--- config.mk ---
export PLATFORM = sky130hd
export DESIGN_NAME = audio_downmix_packetizer
export DESIGN_NICKNAME = d
export VERILOG_FILES = /design/src/rtl/adp_pkg.sv /design/src/rtl/adp_front.sv /design/src/rtl/adp_queue.sv /design/src/rtl/adp_back.sv /design/src/rtl/audio_downmix_packetizer.sv
export SDC_FILE = /design/constraint.sdc
export NUM_CORES = 2
export LEC_CHECK = 0
export ABC_AREA = 1
export BUFFER_PORTS_ARGS = -buffer_cell sky130_fd_sc_hd__buf_2
export CORE_MARGIN = 3
export CORE_UTILIZATION = 50
export CTS_CLUSTER_DIAMETER = 150
export DETAILED_ROUTE_END_ITERATION = 12
export PLACE_DENSITY = 0.68
export SLEW_MARGIN = 20
export SYNTH_ARGS = -nofsm -noshare
export SYNTH_HDL_FRONTEND = slang
export SYNTH_SLANG_ARGS = --single-unit
--- constraint.sdc ---
create_clock -name i_clk -period 33.1 [get_ports i_clk]
set_input_delay 6.62 -clock i_clk [delete_from_list [all_inputs] [get_ports i_clk]]
set_output_delay 6.62 -clock i_clk [all_outputs]
set_load 0.05 [all_outputs]
--- src/rtl/adp_pkg.sv ---
// adp_pkg: shared types, constants and codes for the audio downmix packetizer.
// Used by adp_front, adp_queue, adp_back and the top level.
// No dependencies.
package adp_pkg;

    localparam int ADP_CHAN_W             = 32;
    localparam int ADP_NUM_IN_CHANNELS    = 8;
    localparam int ADP_MAX_CHANNELS       = 8;
    localparam int ADP_SAMPLES_PER_PACKET = 256;
    localparam int ADP_QUEUE_DEPTH        = 2;

    // accumulator: up to 8 x (2^31 - 1) plus sign
    localparam int ADP_ACC_W    = 36;
    localparam int ADP_DIV_BITS = 4;
    localparam int ADP_DIV_STEPS = ADP_ACC_W / ADP_DIV_BITS;
    localparam int ADP_PROD_W   = 40;

    localparam logic [ADP_ACC_W-1:0] ADP_FIX_ONE = ADP_ACC_W'(64'h100_0000);
    localparam logic [14:0]          ADP_SCALE   = 15'd32767;

    localparam logic [1:0] FMT_INT16   = 2'd0;
    localparam logic [1:0] FMT_FLOAT32 = 2'd1;

    typedef enum logic [1:0] {
        REG_CHANNEL_COUNT = 2'd0,
        REG_SAMPLE_FORMAT = 2'd1,
        REG_SAMPLE_RATE   = 2'd2,
        REG_ENABLED       = 2'd3
    } t_reg_idx;

    typedef enum logic [1:0] {
        K_ZERO  = 2'd0,
        K_INT   = 2'd1,
        K_FLOAT = 2'd2
    } t_kind;

    typedef enum logic [2:0] {
        BK_IDLE   = 3'd0,
        BK_ACCUM  = 3'd1,
        BK_PREP   = 3'd2,
        BK_DIVIDE = 3'd3,
        BK_SCALE  = 3'd4,
        BK_OUT    = 3'd5
    } t_back_state;

    typedef struct packed {
        logic [31:0] chan0;
        logic [31:0] chan1;
        logic [31:0] chan2;
        logic [31:0] chan3;
        logic [31:0] chan4;
        logic [31:0] chan5;
        logic [31:0] chan6;
        logic [31:0] chan7;
        logic        silent;
    } t_in_item;

    typedef struct packed {
        logic signed [15:0] mono_sample;
        logic [15:0]        packet_number;
        logic [7:0]         slot;
        logic               last;
        logic [15:0]        rate_out;
    } t_out_item;

    // classified job handed from front to back
    typedef struct packed {
        t_kind       kind;
        logic [3:0]  n;
        logic [15:0] packet_number;
        logic [7:0]  slot;
        logic        last;
        logic [15:0] rate;
    } t_job_hdr;

endpackage

--- src/rtl/adp_front.sv ---
// adp_front: config registers, frame accept, classification and packet tagging.
// Depends on adp_pkg.
module adp_front
    import adp_pkg::*;
#(
    parameter int MAX_CHANNELS = ADP_MAX_CHANNELS
) (
    input  logic                               i_clk,
    input  logic                               i_rst_n,
    input  logic                               i_cfg_we,
    input  logic [1:0]                         i_cfg_index,
    input  logic [15:0]                        i_cfg_data,
    input  logic                               i_in_valid,
    output logic                               o_in_stall,
    input  t_in_item                           i_in_item,
    input  logic                               i_q_full,
    output logic                               o_push,
    output t_job_hdr                           o_push_hdr,
    output logic [MAX_CHANNELS*ADP_CHAN_W-1:0] o_push_chans
);

    logic [3:0]  r_channel_count;
    logic [1:0]  r_sample_format;
    logic [15:0] r_sample_rate;
    logic        r_enabled;
    logic [7:0]  r_fill;
    logic [15:0] r_pkt_seq;
    logic [7:0]  n_fill;
    logic [15:0] n_pkt_seq;

    logic        accept;
    logic        last;
    logic [3:0]  n_eff;
    t_kind       kind;
    logic [ADP_NUM_IN_CHANNELS*ADP_CHAN_W-1:0] all_chans;

    always_ff @(posedge i_clk) begin
        if (!i_rst_n) begin
            r_channel_count <= 4'd2;
            r_sample_format <= FMT_FLOAT32;
            r_sample_rate   <= 16'd48000;
            r_enabled       <= 1'b1;
        end else if (i_cfg_we) begin
            unique case (t_reg_idx'(i_cfg_index))
                REG_CHANNEL_COUNT: r_channel_count <= i_cfg_data[3:0];
                REG_SAMPLE_FORMAT: r_sample_format <= i_cfg_data[1:0];
                REG_SAMPLE_RATE:   r_sample_rate   <= i_cfg_data;
                REG_ENABLED:       r_enabled       <= i_cfg_data[0];
                default: ;
            endcase
        end
    end

    // dropped frames are taken at once; converted ones wait for queue room
    assign o_in_stall = r_enabled & i_q_full;
    assign accept     = i_in_valid & ~o_in_stall;
    assign o_push     = accept & r_enabled;

    assign last = ({1'b0, r_fill} + 9'd1) >= 9'(ADP_SAMPLES_PER_PACKET);

    always_comb begin
        if (r_channel_count == 4'd0) begin
            n_eff = 4'd1;
        end else if (r_channel_count > 4'(MAX_CHANNELS)) begin
            n_eff = 4'(MAX_CHANNELS);
        end else begin
            n_eff = r_channel_count;
        end
    end

    always_comb begin
        if (i_in_item.silent) begin
            kind = K_ZERO;
        end else begin
            case (r_sample_format)
                FMT_INT16:   kind = K_INT;
                FMT_FLOAT32: kind = K_FLOAT;
                default:     kind = K_ZERO;
            endcase
        end
    end

    always_comb begin
        o_push_hdr.kind          = kind;
        o_push_hdr.n             = n_eff;
        o_push_hdr.packet_number = r_pkt_seq;
        o_push_hdr.slot          = r_fill;
        o_push_hdr.last          = last;
        o_push_hdr.rate          = r_sample_rate;
    end

    // channel 0 in the low word
    assign all_chans = {i_in_item.chan7, i_in_item.chan6, i_in_item.chan5, i_in_item.chan4,
                        i_in_item.chan3, i_in_item.chan2, i_in_item.chan1, i_in_item.chan0};
    assign o_push_chans = all_chans[MAX_CHANNELS*ADP_CHAN_W-1:0];

    always_comb begin
        n_fill    = r_fill;
        n_pkt_seq = r_pkt_seq;
        if (o_push) begin
            if (last) begin
                n_fill    = 8'd0;
                n_pkt_seq = r_pkt_seq + 16'd1;
            end else begin
                n_fill = r_fill + 8'd1;
            end
        end
    end

    always_ff @(posedge i_clk) begin
        if (!i_rst_n) begin
            r_fill    <= 8'd0;
            r_pkt_seq <= 16'd0;
        end else begin
            r_fill    <= n_fill;
            r_pkt_seq <= n_pkt_seq;
        end
    end

`ifndef SYNTHESIS
    a_fill_range: assert property (@(posedge i_clk) disable iff (!i_rst_n)
        {1'b0, r_fill} < 9'(ADP_SAMPLES_PER_PACKET))
        else $error("fill count past packet length");
    a_drop_no_push: assert property (@(posedge i_clk) disable iff (!i_rst_n)
        (i_in_valid && !r_enabled) |-> (!o_in_stall && !o_push))
        else $error("disabled frame not dropped");
`endif

endmodule

--- src/rtl/adp_queue.sv ---
// adp_queue: small FIFO of classified jobs between front and back.
// Depends on adp_pkg.
module adp_queue
    import adp_pkg::*;
#(
    parameter int DATA_W = 8,
    parameter int DEPTH  = ADP_QUEUE_DEPTH
) (
    input  logic              i_clk,
    input  logic              i_rst_n,
    input  logic              i_push,
    input  logic [DATA_W-1:0] i_push_data,
    output logic              o_full,
    input  logic              i_pop,
    output logic              o_valid,
    output logic [DATA_W-1:0] o_data
);

    localparam int PTR_W = (DEPTH > 1) ? $clog2(DEPTH) : 1;
    localparam int CNT_W = $clog2(DEPTH + 1);

    logic [DATA_W-1:0] r_mem [DEPTH];
    logic [PTR_W-1:0]  r_wr_ptr;
    logic [PTR_W-1:0]  r_rd_ptr;
    logic [CNT_W-1:0]  r_count;
    logic              do_push;
    logic              do_pop;

    assign o_full  = (r_count == CNT_W'(DEPTH));
    assign o_valid = (r_count != '0);
    assign o_data  = r_mem[r_rd_ptr];
    assign do_push = i_push & ~o_full;
    assign do_pop  = i_pop & o_valid;

    always_ff @(posedge i_clk) begin
        if (do_push) begin
            r_mem[r_wr_ptr] <= i_push_data;
        end
    end

    always_ff @(posedge i_clk) begin
        if (!i_rst_n) begin
            r_wr_ptr <= '0;
            r_rd_ptr <= '0;
            r_count  <= '0;
        end else begin
            if (do_push) begin
                r_wr_ptr <= (r_wr_ptr == PTR_W'(DEPTH - 1)) ? '0 : r_wr_ptr + 1'b1;
            end
            if (do_pop) begin
                r_rd_ptr <= (r_rd_ptr == PTR_W'(DEPTH - 1)) ? '0 : r_rd_ptr + 1'b1;
            end
            if (do_push && !do_pop) begin
                r_count <= r_count + 1'b1;
            end else if (do_pop && !do_push) begin
                r_count <= r_count - 1'b1;
            end
        end
    end

`ifndef SYNTHESIS
    a_no_push_full: assert property (@(posedge i_clk) disable iff (!i_rst_n)
        i_push |-> !o_full)
        else $error("job pushed into full queue");
`endif

endmodule

--- src/rtl/adp_back.sv ---
// adp_back: per-job channel conversion, accumulate, serial divide, scale, output register.
// Depends on adp_pkg.
module adp_back
    import adp_pkg::*;
#(
    parameter int MAX_CHANNELS = ADP_MAX_CHANNELS
) (
    input  logic                               i_clk,
    input  logic                               i_rst_n,
    input  logic                               i_q_valid,
    input  t_job_hdr                           i_q_hdr,
    input  logic [MAX_CHANNELS*ADP_CHAN_W-1:0] i_q_chans,
    output logic                               o_pop,
    output logic                               o_out_valid,
    input  logic                               i_out_stall,
    output t_out_item                          o_out_item
);

    localparam int STEP_W = $clog2(ADP_DIV_STEPS);

    t_back_state r_state, n_state;

    logic [MAX_CHANNELS*ADP_CHAN_W-1:0] r_chan, n_chan;
    t_job_hdr                 r_hdr, n_hdr;
    logic [3:0]               r_cnt, n_cnt;
    logic signed [ADP_ACC_W-1:0] r_acc, n_acc;
    logic                     r_sign, n_sign;
    logic [ADP_ACC_W-1:0]     r_quo, n_quo;
    logic [3:0]               r_rem, n_rem;
    logic [STEP_W-1:0]        r_step, n_step;
    logic [ADP_PROD_W-1:0]    r_prod, n_prod;
    logic                     r_out_valid, n_out_valid;
    t_out_item                r_out_item, n_out_item;

    logic                     out_free;

    // float32 bits to signed Q7.24, saturating, NaN and denormals to zero
    function automatic logic signed [31:0] fix_of(input logic [31:0] bits);
        logic [7:0]  expo;
        logic [23:0] full;
        logic [7:0]  sh;
        logic [30:0] mag;
        expo = bits[30:23];
        full = {1'b1, bits[22:0]};
        sh   = 8'd0;
        mag  = '0;
        if (expo == 8'hFF) begin
            mag = (bits[22:0] != '0) ? 31'd0 : 31'h7FFF_FFFF;
        end else if (expo == 8'd0) begin
            mag = 31'd0;
        end else if (expo >= 8'd126) begin
            sh  = expo - 8'd126;
            mag = (sh >= 8'd8) ? 31'h7FFF_FFFF : (31'(full) << sh[2:0]);
        end else begin
            sh  = 8'd126 - expo;
            mag = (sh >= 8'd24) ? 31'd0 : 31'(full >> sh[4:0]);
        end
        fix_of = bits[31] ? -$signed({1'b0, mag}) : $signed({1'b0, mag});
    endfunction

    assign out_free    = ~r_out_valid | ~i_out_stall;
    assign o_pop       = (r_state == BK_IDLE) & i_q_valid;
    assign o_out_valid = r_out_valid;
    assign o_out_item  = r_out_item;

    always_comb begin : next_state_logic
        n_state = r_state;
        unique case (r_state)
            BK_IDLE: begin
                if (i_q_valid) begin
                    n_state = (i_q_hdr.kind == K_ZERO) ? BK_OUT : BK_ACCUM;
                end
            end
            BK_ACCUM:  if (r_cnt == 4'd1) n_state = BK_PREP;
            BK_PREP:   n_state = BK_DIVIDE;
            BK_DIVIDE: if (r_step == STEP_W'(ADP_DIV_STEPS - 1)) n_state = BK_SCALE;
            BK_SCALE:  n_state = BK_OUT;
            BK_OUT:    if (out_free) n_state = BK_IDLE;
            default:   n_state = BK_IDLE;
        endcase
    end

    always_comb begin : datapath_logic
        logic signed [31:0] conv;
        logic [3:0]           rem_v;
        logic [4:0]           trial;
        logic [ADP_ACC_W-1:0] quo_v;
        logic [24:0]          clamp;
        logic [16:0]          mag17;
        logic [16:0]          res17;

        n_chan      = r_chan;
        n_hdr       = r_hdr;
        n_cnt       = r_cnt;
        n_acc       = r_acc;
        n_sign      = r_sign;
        n_quo       = r_quo;
        n_rem       = r_rem;
        n_step      = r_step;
        n_prod      = r_prod;
        n_out_valid = r_out_valid & i_out_stall;
        n_out_item  = r_out_item;

        conv  = (r_hdr.kind == K_FLOAT) ? fix_of(r_chan[ADP_CHAN_W-1:0])
                                        : 32'($signed(r_chan[15:0]));
        rem_v = r_rem;
        quo_v = r_quo;
        trial = '0;
        clamp = (r_quo > ADP_FIX_ONE) ? ADP_FIX_ONE[24:0] : r_quo[24:0];
        mag17 = (r_hdr.kind == K_FLOAT) ? {1'b0, r_prod[ADP_PROD_W-1:24]} : r_quo[16:0];
        res17 = r_sign ? (17'd0 - mag17) : mag17;

        unique case (r_state)
            BK_IDLE: begin
                if (i_q_valid) begin
                    n_chan = i_q_chans;
                    n_hdr  = i_q_hdr;
                    n_cnt  = i_q_hdr.n;
                    n_acc  = '0;
                    n_sign = 1'b0;
                    n_quo  = '0;
                end
            end
            BK_ACCUM: begin
                n_acc  = r_acc + ADP_ACC_W'(conv);
                n_chan = r_chan >> ADP_CHAN_W;
                n_cnt  = r_cnt - 4'd1;
            end
            BK_PREP: begin
                n_sign = r_acc[ADP_ACC_W-1];
                n_quo  = r_acc[ADP_ACC_W-1] ? ADP_ACC_W'(-r_acc) : ADP_ACC_W'(r_acc);
                n_rem  = 4'd0;
                n_step = '0;
            end
            BK_DIVIDE: begin
                // restoring division, several quotient bits per cycle
                for (int j = 0; j < ADP_DIV_BITS; j++) begin
                    trial = {rem_v, quo_v[ADP_ACC_W-1]};
                    quo_v = {quo_v[ADP_ACC_W-2:0], 1'b0};
                    if (trial >= {1'b0, r_hdr.n}) begin
                        trial    = trial - {1'b0, r_hdr.n};
                        quo_v[0] = 1'b1;
                    end
                    rem_v = trial[3:0];
                end
                n_quo  = quo_v;
                n_rem  = rem_v;
                n_step = r_step + 1'b1;
            end
            BK_SCALE: begin
                n_prod = ADP_PROD_W'(clamp) * ADP_PROD_W'(ADP_SCALE);
            end
            BK_OUT: begin
                if (out_free) begin
                    n_out_valid                = 1'b1;
                    n_out_item.mono_sample     = $signed(res17[15:0]);
                    n_out_item.packet_number   = r_hdr.packet_number;
                    n_out_item.slot            = r_hdr.slot;
                    n_out_item.last            = r_hdr.last;
                    n_out_item.rate_out        = r_hdr.rate;
                end
            end
            default: ;
        endcase
    end

    always_ff @(posedge i_clk) begin
        if (!i_rst_n) begin
            r_state     <= BK_IDLE;
            r_out_valid <= 1'b0;
        end else begin
            r_state     <= n_state;
            r_out_valid <= n_out_valid;
        end
    end

    always_ff @(posedge i_clk) begin
        r_chan     <= n_chan;
        r_hdr      <= n_hdr;
        r_cnt      <= n_cnt;
        r_acc      <= n_acc;
        r_sign     <= n_sign;
        r_quo      <= n_quo;
        r_rem      <= n_rem;
        r_step     <= n_step;
        r_prod     <= n_prod;
        r_out_item <= n_out_item;
    end

`ifndef SYNTHESIS
    a_rem_below_div: assert property (@(posedge i_clk) disable iff (!i_rst_n)
        (r_state == BK_DIVIDE) |-> (r_rem < r_hdr.n))
        else $error("divider remainder not below channel count");
    a_float_range: assert property (@(posedge i_clk) disable iff (!i_rst_n)
        (r_state == BK_OUT && r_hdr.kind == K_FLOAT) |->
        (r_prod[ADP_PROD_W-1:24] <= 16'd32767))
        else $error("scaled float sample out of range");
    a_out_loaded: assert property (@(posedge i_clk) disable iff (!i_rst_n)
        (r_state == BK_OUT && n_state == BK_IDLE) |=> r_out_valid)
        else $error("result lost leaving output state");
`endif

endmodule

--- src/rtl/audio_downmix_packetizer.sv ---
// audio_downmix_packetizer: top level, multichannel frame to tagged mono sample.
// Depends on adp_pkg, adp_front, adp_queue, adp_back.
//
//   channel   direction  handshake               payload
//   -------   ---------  ----------------------  -----------------------------
//   cfg       in         i_cfg_we                i_cfg_index, i_cfg_data
//   in        in         i_in_valid/o_in_stall   i_in_item   (t_in_item)
//   out       out        o_out_valid/i_out_stall o_out_item  (t_out_item)
//
// A converted frame runs the back end's accumulate state once per channel in use, then
// prepare, divide, scale and output; silent or unsupported-format frames go straight to
// output. The back end is one shared accumulator followed by a 4-bit-per-cycle divider.
// Reset is synchronous, active low, and restores the register defaults and zero
// tagging state. The front stalls only when the job queue is full; disabled
// frames are always taken and dropped. The output register lets the back end
// start its next job while a result waits out a downstream stall.
module audio_downmix_packetizer
    import adp_pkg::*;
#(
    parameter int MAX_CHANNELS = ADP_MAX_CHANNELS
) (
    input  logic        i_clk,
    input  logic        i_rst_n,
    input  logic        i_cfg_we,
    input  logic [1:0]  i_cfg_index,
    input  logic [15:0] i_cfg_data,
    input  logic        i_in_valid,
    output logic        o_in_stall,
    input  t_in_item    i_in_item,
    output logic        o_out_valid,
    input  logic        i_out_stall,
    output t_out_item   o_out_item
);

    localparam int CHANS_W = MAX_CHANNELS * ADP_CHAN_W;
    localparam int JOB_W   = $bits(t_job_hdr) + CHANS_W;

    // front -> queue
    logic               push;
    t_job_hdr           push_hdr;
    logic [CHANS_W-1:0] push_chans;
    logic               q_full;

    // queue -> back
    logic               q_valid;
    logic               pop;
    logic [JOB_W-1:0]   q_data;
    t_job_hdr           q_hdr;
    logic [CHANS_W-1:0] q_chans;

    adp_front #(
        .MAX_CHANNELS (MAX_CHANNELS)
    ) u_front (
        .i_clk        (i_clk),
        .i_rst_n      (i_rst_n),
        .i_cfg_we     (i_cfg_we),
        .i_cfg_index  (i_cfg_index),
        .i_cfg_data   (i_cfg_data),
        .i_in_valid   (i_in_valid),
        .o_in_stall   (o_in_stall),
        .i_in_item    (i_in_item),
        .i_q_full     (q_full),
        .o_push       (push),
        .o_push_hdr   (push_hdr),
        .o_push_chans (push_chans)
    );

    adp_queue #(
        .DATA_W (JOB_W),
        .DEPTH  (ADP_QUEUE_DEPTH)
    ) u_queue (
        .i_clk       (i_clk),
        .i_rst_n     (i_rst_n),
        .i_push      (push),
        .i_push_data ({push_hdr, push_chans}),
        .o_full      (q_full),
        .i_pop       (pop),
        .o_valid     (q_valid),
        .o_data      (q_data)
    );

    assign q_hdr   = t_job_hdr'(q_data[JOB_W-1:CHANS_W]);
    assign q_chans = q_data[CHANS_W-1:0];

    adp_back #(
        .MAX_CHANNELS (MAX_CHANNELS)
    ) u_back (
        .i_clk       (i_clk),
        .i_rst_n     (i_rst_n),
        .i_q_valid   (q_valid),
        .i_q_hdr     (q_hdr),
        .i_q_chans   (q_chans),
        .o_pop       (pop),
        .o_out_valid (o_out_valid),
        .i_out_stall (i_out_stall),
        .o_out_item  (o_out_item)
    );

endmodule

# After elaboration in Yosys (flattened, before gate mapping)
# Memory sizes are Yosys's and may differ from the RTL's. A register that Yosys moved wholly into a read port is not among the register bits.
# Cells that the tools add are included.
# word_totals
regBits	540
latchBits	0
mem_bits_rw	606
romBits	0
in_bits	280
output_inout_bits	59
elab_cells	176
mem_count	1
# mem_list
name	words	width	read_ports	rd_clocked_by_memory_dff	wr	line_no	rtl
u_queue.r_mem	2	303	1	1	1	adp_queue.sv:22	logic [DATA_W-1:0] r_mem [DEPTH];
# op_classes
addsub	19
n_mul	1
n_div	0
magnitude_cmp	10
eq_ne	18
shifts	2
mux	55
bitwise	12
reduce_logical	28
# op_table
op	n
$pmux W256 S2	1
$mux W256	1
$mux W31	6
$pmux W36 S3	1
$mux W36	2
$pmux W36 S2	1
$mux W32	2
$mul A25 B15 Y40 const B	1
$mux W4	10
$add A36 B32 Y36	1
$gt A36 B25 Y1 const B	1
$neg A36 Y36	1
$mux W16	2
$neg A31 Y32	1
$shl A24 B3 Y31	1
$shr A24 B5 Y31	1
$mux W25	1
$pmux W4 S2	3
$reduce_bool A23 Y1	1
$ge A5 B4 Y1	4
$reduce_and A2 Y1	10
$pmux W3 S6	1
$add A16 B1 Y16 const B	1
$sub A1 B16 Y16 const A	1
42 further kinds	90

# Logic depth before layout (Yosys ltp)
# depth
ltp_word	12
depth_mapped	45
ltp_nobuf	42

# Modules after synthesis
# A second synthesis with hierarchy kept.
# hier_totals
cells_unflattened	5341
area_unflattened_um2	60028.8
# by_module_without_submodules
mod	n_inst	cells_per_inst	area_per_inst_um2	seq_area_each_um2
adp_back	1	3799	32728.9	13923.4
adp_queue	1	980	23236.0	18297.5
adp_front	1	562	4063.9	940.9

# Worst setup path before layout
# OpenSTA, ideal clock, no wires.
# synth_path
path_kind	input -> register
startpoint	input i_in_valid
endpoint	memory u_queue.r_mem[1][0] in the netlist's numbering, enable pin
setup_time_ns	0.976
arrival_ns	19.502
required_ns	32.124
setup_slack_ns	12.621
cell_stages	3
n_path_buf	1
cell_sequence	nand3_1 clkbuf_1 nor2_1
# synth_via
elab_chain_len	5
# synth_rtl
element	line_no	rtl
start: declaration	audio_downmix_packetizer.sv:27	input logic i_in_valid,
$and A1 B1 Y1	adp_front.sv:56	assign accept = i_in_valid & ~o_in_stall;
$and A1 B1 Y1	adp_front.sv:57	assign o_push = accept & r_enabled;
$and A1 B1 Y1	adp_queue.sv:32	assign do_push = i_push & ~o_full;
$mux W1	adp_queue.sv:36	if (do_push) begin
$mux W1 (implied by the code)	adp_queue.sv:37	r_mem[r_wr_ptr] <= i_push_data;
end: declaration	adp_queue.sv:22	
# No other way between the ends.

# Worst setup path in the final report
# layout_path
startpoint	input i_in_valid
endpoint	memory u_queue.r_mem[1][229] in the netlist's numbering, enable pin
# The elaborated chain is that of the path after synthesis.

==> results.json <==
{
  "outcome": "completed",
  "place_ws_ns": 22.19,
  "synth.area.top_cells": "edfxtp_1 (57%), nand2_1 (8.9%), fa_1 (6.6%)",
  "routabilityCongestion": 0.939,
  "synthFlopType": "edfxtp_1",
  "clock_path_buffers": 3,
  "grt_start_max_net_pins": 199,
  "die_y_um": 341,
  "r2r_start": "u_back.r_chan[24]",
  "fmax_mhz": 97.4,
  "dieArea_um2": 116000,
  "cts_setup_buffers": 0,
  "seq_area_frac_synth": 0.590,
  "hold_depth": 0,
  "clk-insertion-delay-late_ns": 0.71,
  "critPathRequiredTime_ns": 33.41,
  "final_layout_size_suffix_gt1_frac": 0.103,
  "worstHoldStart": "u_back.r_hdr[11]",
  "peakVddDrop_uv": 81.8,
  "yosysTopAreaCellShare": 0.570,
  "grt_pass1_wl_mm": 217,
  "async_reset_ff_frac": 0,
  "stdcell_count": 7271,
  "p_seq_frac": 0.372,
  "drc": 0,
  "syn_to_final_growth_pct": 12.2,
  "vias": 39486,
  "synth-edff-count": 1067,
  "maxSlewViolCount": 0,
  "fin_worst_skew_ns": 0.0612,
  "routed_wl_mm": 141,
  "power.density_nw_per_um2": 101,
  "numCtsBuffers": 113,
  "cts_resized": 0,
  "worstMarginPinSlew_ns": 1.07,
  "max-slew-margin-rel": 0.288,
  "place_inst": 7035,
  "ys_types": 59,
  "timing.final.ws_setup_ns": 22.83,
  "worstSetupStartpointType": "input port",
  "clk_pin_slew_ns": 0.06,
  "clockRootBuffer": "clkbuf_16",
  "ios": 339,
  "cts_tree": "yes",
  "synth.ff_latch_count": 1123,
  "h-tree-depth": 3,
  "worst_hold_path_type": "reg2reg",
  "overflow": 0,
  "cp.arrival_ns": 10.58,
  "endpoint_kind": "register",
  "syn_nets": 6003,
  "antenna_found_initial": 55,
  "net-switching-power_w": 0.00271,
  "fin_crit_sh": 0.310,
  "dr.first_iter.drc_count": 3555,
  "p_leak_nw": 26.0,
  "initial_core_util": 0.506,
  "final.min_clock_period_ns": 10.27,
  "grt_usage": 0.239,
  "yosys.area.top_type": "edfxtp_1",
  "p_sw_frac": 0.426,
  "crit_type": "in2reg",
  "numClockSinks": 1123,
  "syn_area_um2": 56200,
  "dp_hpwl_mm": 98.6,
  "rr_worst_depth": 40,
  "crit_path_start": "i_in_valid",
  "fp.dieW_um": 341,
  "rsz0062_at_grt": "no",
  "ant_nets": 0,
  "syn_avg_cell_area_um2": 10.5,
  "layout.nets": 6289,
  "core-area_um2": 111000,
  "hold_violations": 0,
  "io_buffer_count": 338,
  "setup_tns_ns": 0,
  "viasPerCell": 5.43,
  "grt_pass1_vias": 38004,
  "yosysWarnings": 0,
  "combPwrFrac": 0.431,
  "dr.pass1.iters": 6,
  "maxCapViolations": 0,
  "drt-wirelength-per-cell_um": 19.4,
  "hold_buffers": 0,
  "setup_violations": 0,
  "power_frac_clock": 0.197,
  "crit_path_max_fanout": 153,
  "rows": 122,
  "synthCells": 5376,
  "intPower_w": 0.00365
}
## final cells by class
type                            count  area (um^2)
Multi-Input combinational cell   3467        20100
Sequential cell                  1123        33200
Timing Repair Buffer              375         2020
Clock buffer                      133         2920
Antenna cell                       30         75.1
Tap cell                         1488         1860
Fill cell                        9510        48100
Inverter                          582         2200
Clock inverter                     73          749
## path summary, 6_finish.rpt
| kind | to | slack, ns |
|---|---|---|
| max | u_queue.r_mem[1][229] | 22.83 |
| min | u_back.o_out_item[11] | 0.42 |
| max reg2reg | u_back.r_acc[35] | 24.73 |
| min reg2reg | u_back.o_out_item[11] | 0.42 |
## layout by cell type, fill, tap and decap left out, types with 10 or more instances in the layout
cell type  synthesis  routed
a211oi_1          11      11
a21oi_1          207     205
a31oi_1          240     240
and2_1            10      10
buf_2             22     338
buf_4              2      33
bufinv_16          0      10
clkbuf_1         164      18
clkbuf_16          0     113
clkinv_1           7      34
clkinv_2           0      20
dfxtp_1           56      55
diode_2            0      30
edfxtp_1        1067    1067
fa_1             185     185
ha_1             162     162
inv_1            567     567
nand2_1         1329    1328
nand3_1          251     251
nand4_1           28      28
nor2_1           539     536
nor2_2            11      12
nor3_1            56      54
nor4_1            21      21
o21a_1            12      12
o21ai_0          193     192
o21ai_1           40      40
o22ai_1           19      19
xnor2_1           20      20
xor2_1            42      42
## metal layers
metal	track usage	part of all wire	up-vias	wire length (um)
li1	-	-	18928	-
met3	0.0426	0.065	287	9220
met4	0.0765	0.031	22	4400
met2	0.389	0.47	1231	66900
met5	0	0.0012	-	167
met1	0.328	0.43	19018	60400
## kinds of logic (layout without fill, tap and decap cells)
kind of cell	after synthesis	count (layout)	share of synthesized area
other	0	30	0
multiplexers	3	3	0.000535
XOR/XNOR	62	62	0.00967
flip-flops	1123	1123	0.590
AND/OR/NAND/NOR	2284	2284	0.165
buffers and inverters	786	1163	0.0539
adder cells (fa/ha/maj)	347	347	0.102
AO/OA/AOI/OAI	771	771	0.0781
## synth_stat cells (3+ instances only)
library cell	count
nand2_1	1329
edfxtp_1	1067
inv_1	567
nor2_1	539
nand3_1	251
a31oi_1	240
a21oi_1	207
o21ai_0	193
fa_1	185
clkbuf_1	164
ha_1	162
dfxtp_1	56
nor3_1	56
xor2_1	42
o21ai_1	40
nand4_1	28
buf_2	22
nor4_1	21
xnor2_1	20
o22ai_1	19
o21a_1	12
a211oi_1	11
nor2_2	11
and2_1	10
buf_1	10
o21bai_1	9
a21o_1	8
inv_2	8
o211ai_1	8
or2_2	8
clkinv_1	7
nand3b_1	7
buf_6	6
nor3_2	6
nor3b_1	5
nand2_2	4
a21boi_0	3
a21oi_2	3
mux2i_1	3
o31ai_1	3
o32ai_1	3
## sequential cells by signal (all words and copies together) (netlist names), named ones only
| signal | cells |
|---|---|
| u_queue.r_mem | 606 |
| u_back.r_chan | 256 |
| u_back.o_out_item | 57 |
| u_back.r_hdr | 47 |
| u_back.r_acc | 36 |
| u_back.r_quo | 36 |
| u_back.r_prod | 16 |
| u_front.r_pkt_seq | 16 |
| u_front.r_sample_rate | 16 |
| u_front.r_fill | 8 |
| u_back.r_cnt | 4 |
| u_back.r_rem | 4 |
| u_back.r_step | 4 |
| u_front.r_channel_count | 4 |
| u_back.r_state | 3 |
| u_front.r_sample_format | 2 |
| u_queue.r_count | 2 |
| u_back.o_out_valid | 1 |
| u_back.r_sign | 1 |
| u_front.r_enabled | 1 |
| u_queue.r_rd_ptr | 1 |
| u_queue.r_wr_ptr | 1 |
## worst max-delay path, stage by stage
cell	delay (ns)
buf_2	0.11
nand3_1	0.39
nor2_4	0.66
buf_12	0.58
buf_4	0.88
buf_4	0.92
## stage by stage
stage | instance area [um^2] | util | hold WS [ns] | power [W]
floorplan | 56200 | - | 0.400 | 0.00441
global placement | 59300 | 0.534 | 0.401 | 0.00507
detailed placement | 59300 | 0.534 | 0.405 | 0.00510
CTS | 63000 | 0.567 | 0.416 | 0.00637
global route | 63000 | 0.567 | 0.424 | 0.00683
finish | 63100 | 0.567 | 0.418 | 0.00636
## power by group through the flow
stage / logic, W / registers [W] / clock network (W)
after global routing: 0.00310 / 0.00240 / 0.00134
after detailed placement: 0.00272 / 0.00239 / 0
after global placement: 0.00269 / 0.00238 / 0
final: 0.00274 / 0.00237 / 0.00125
after floorplan: 0.00195 / 0.00247 / 0
after CTS: 0.00273 / 0.00236 / 0.00128
No activity file was read; power rests on OpenSTA's default activity.
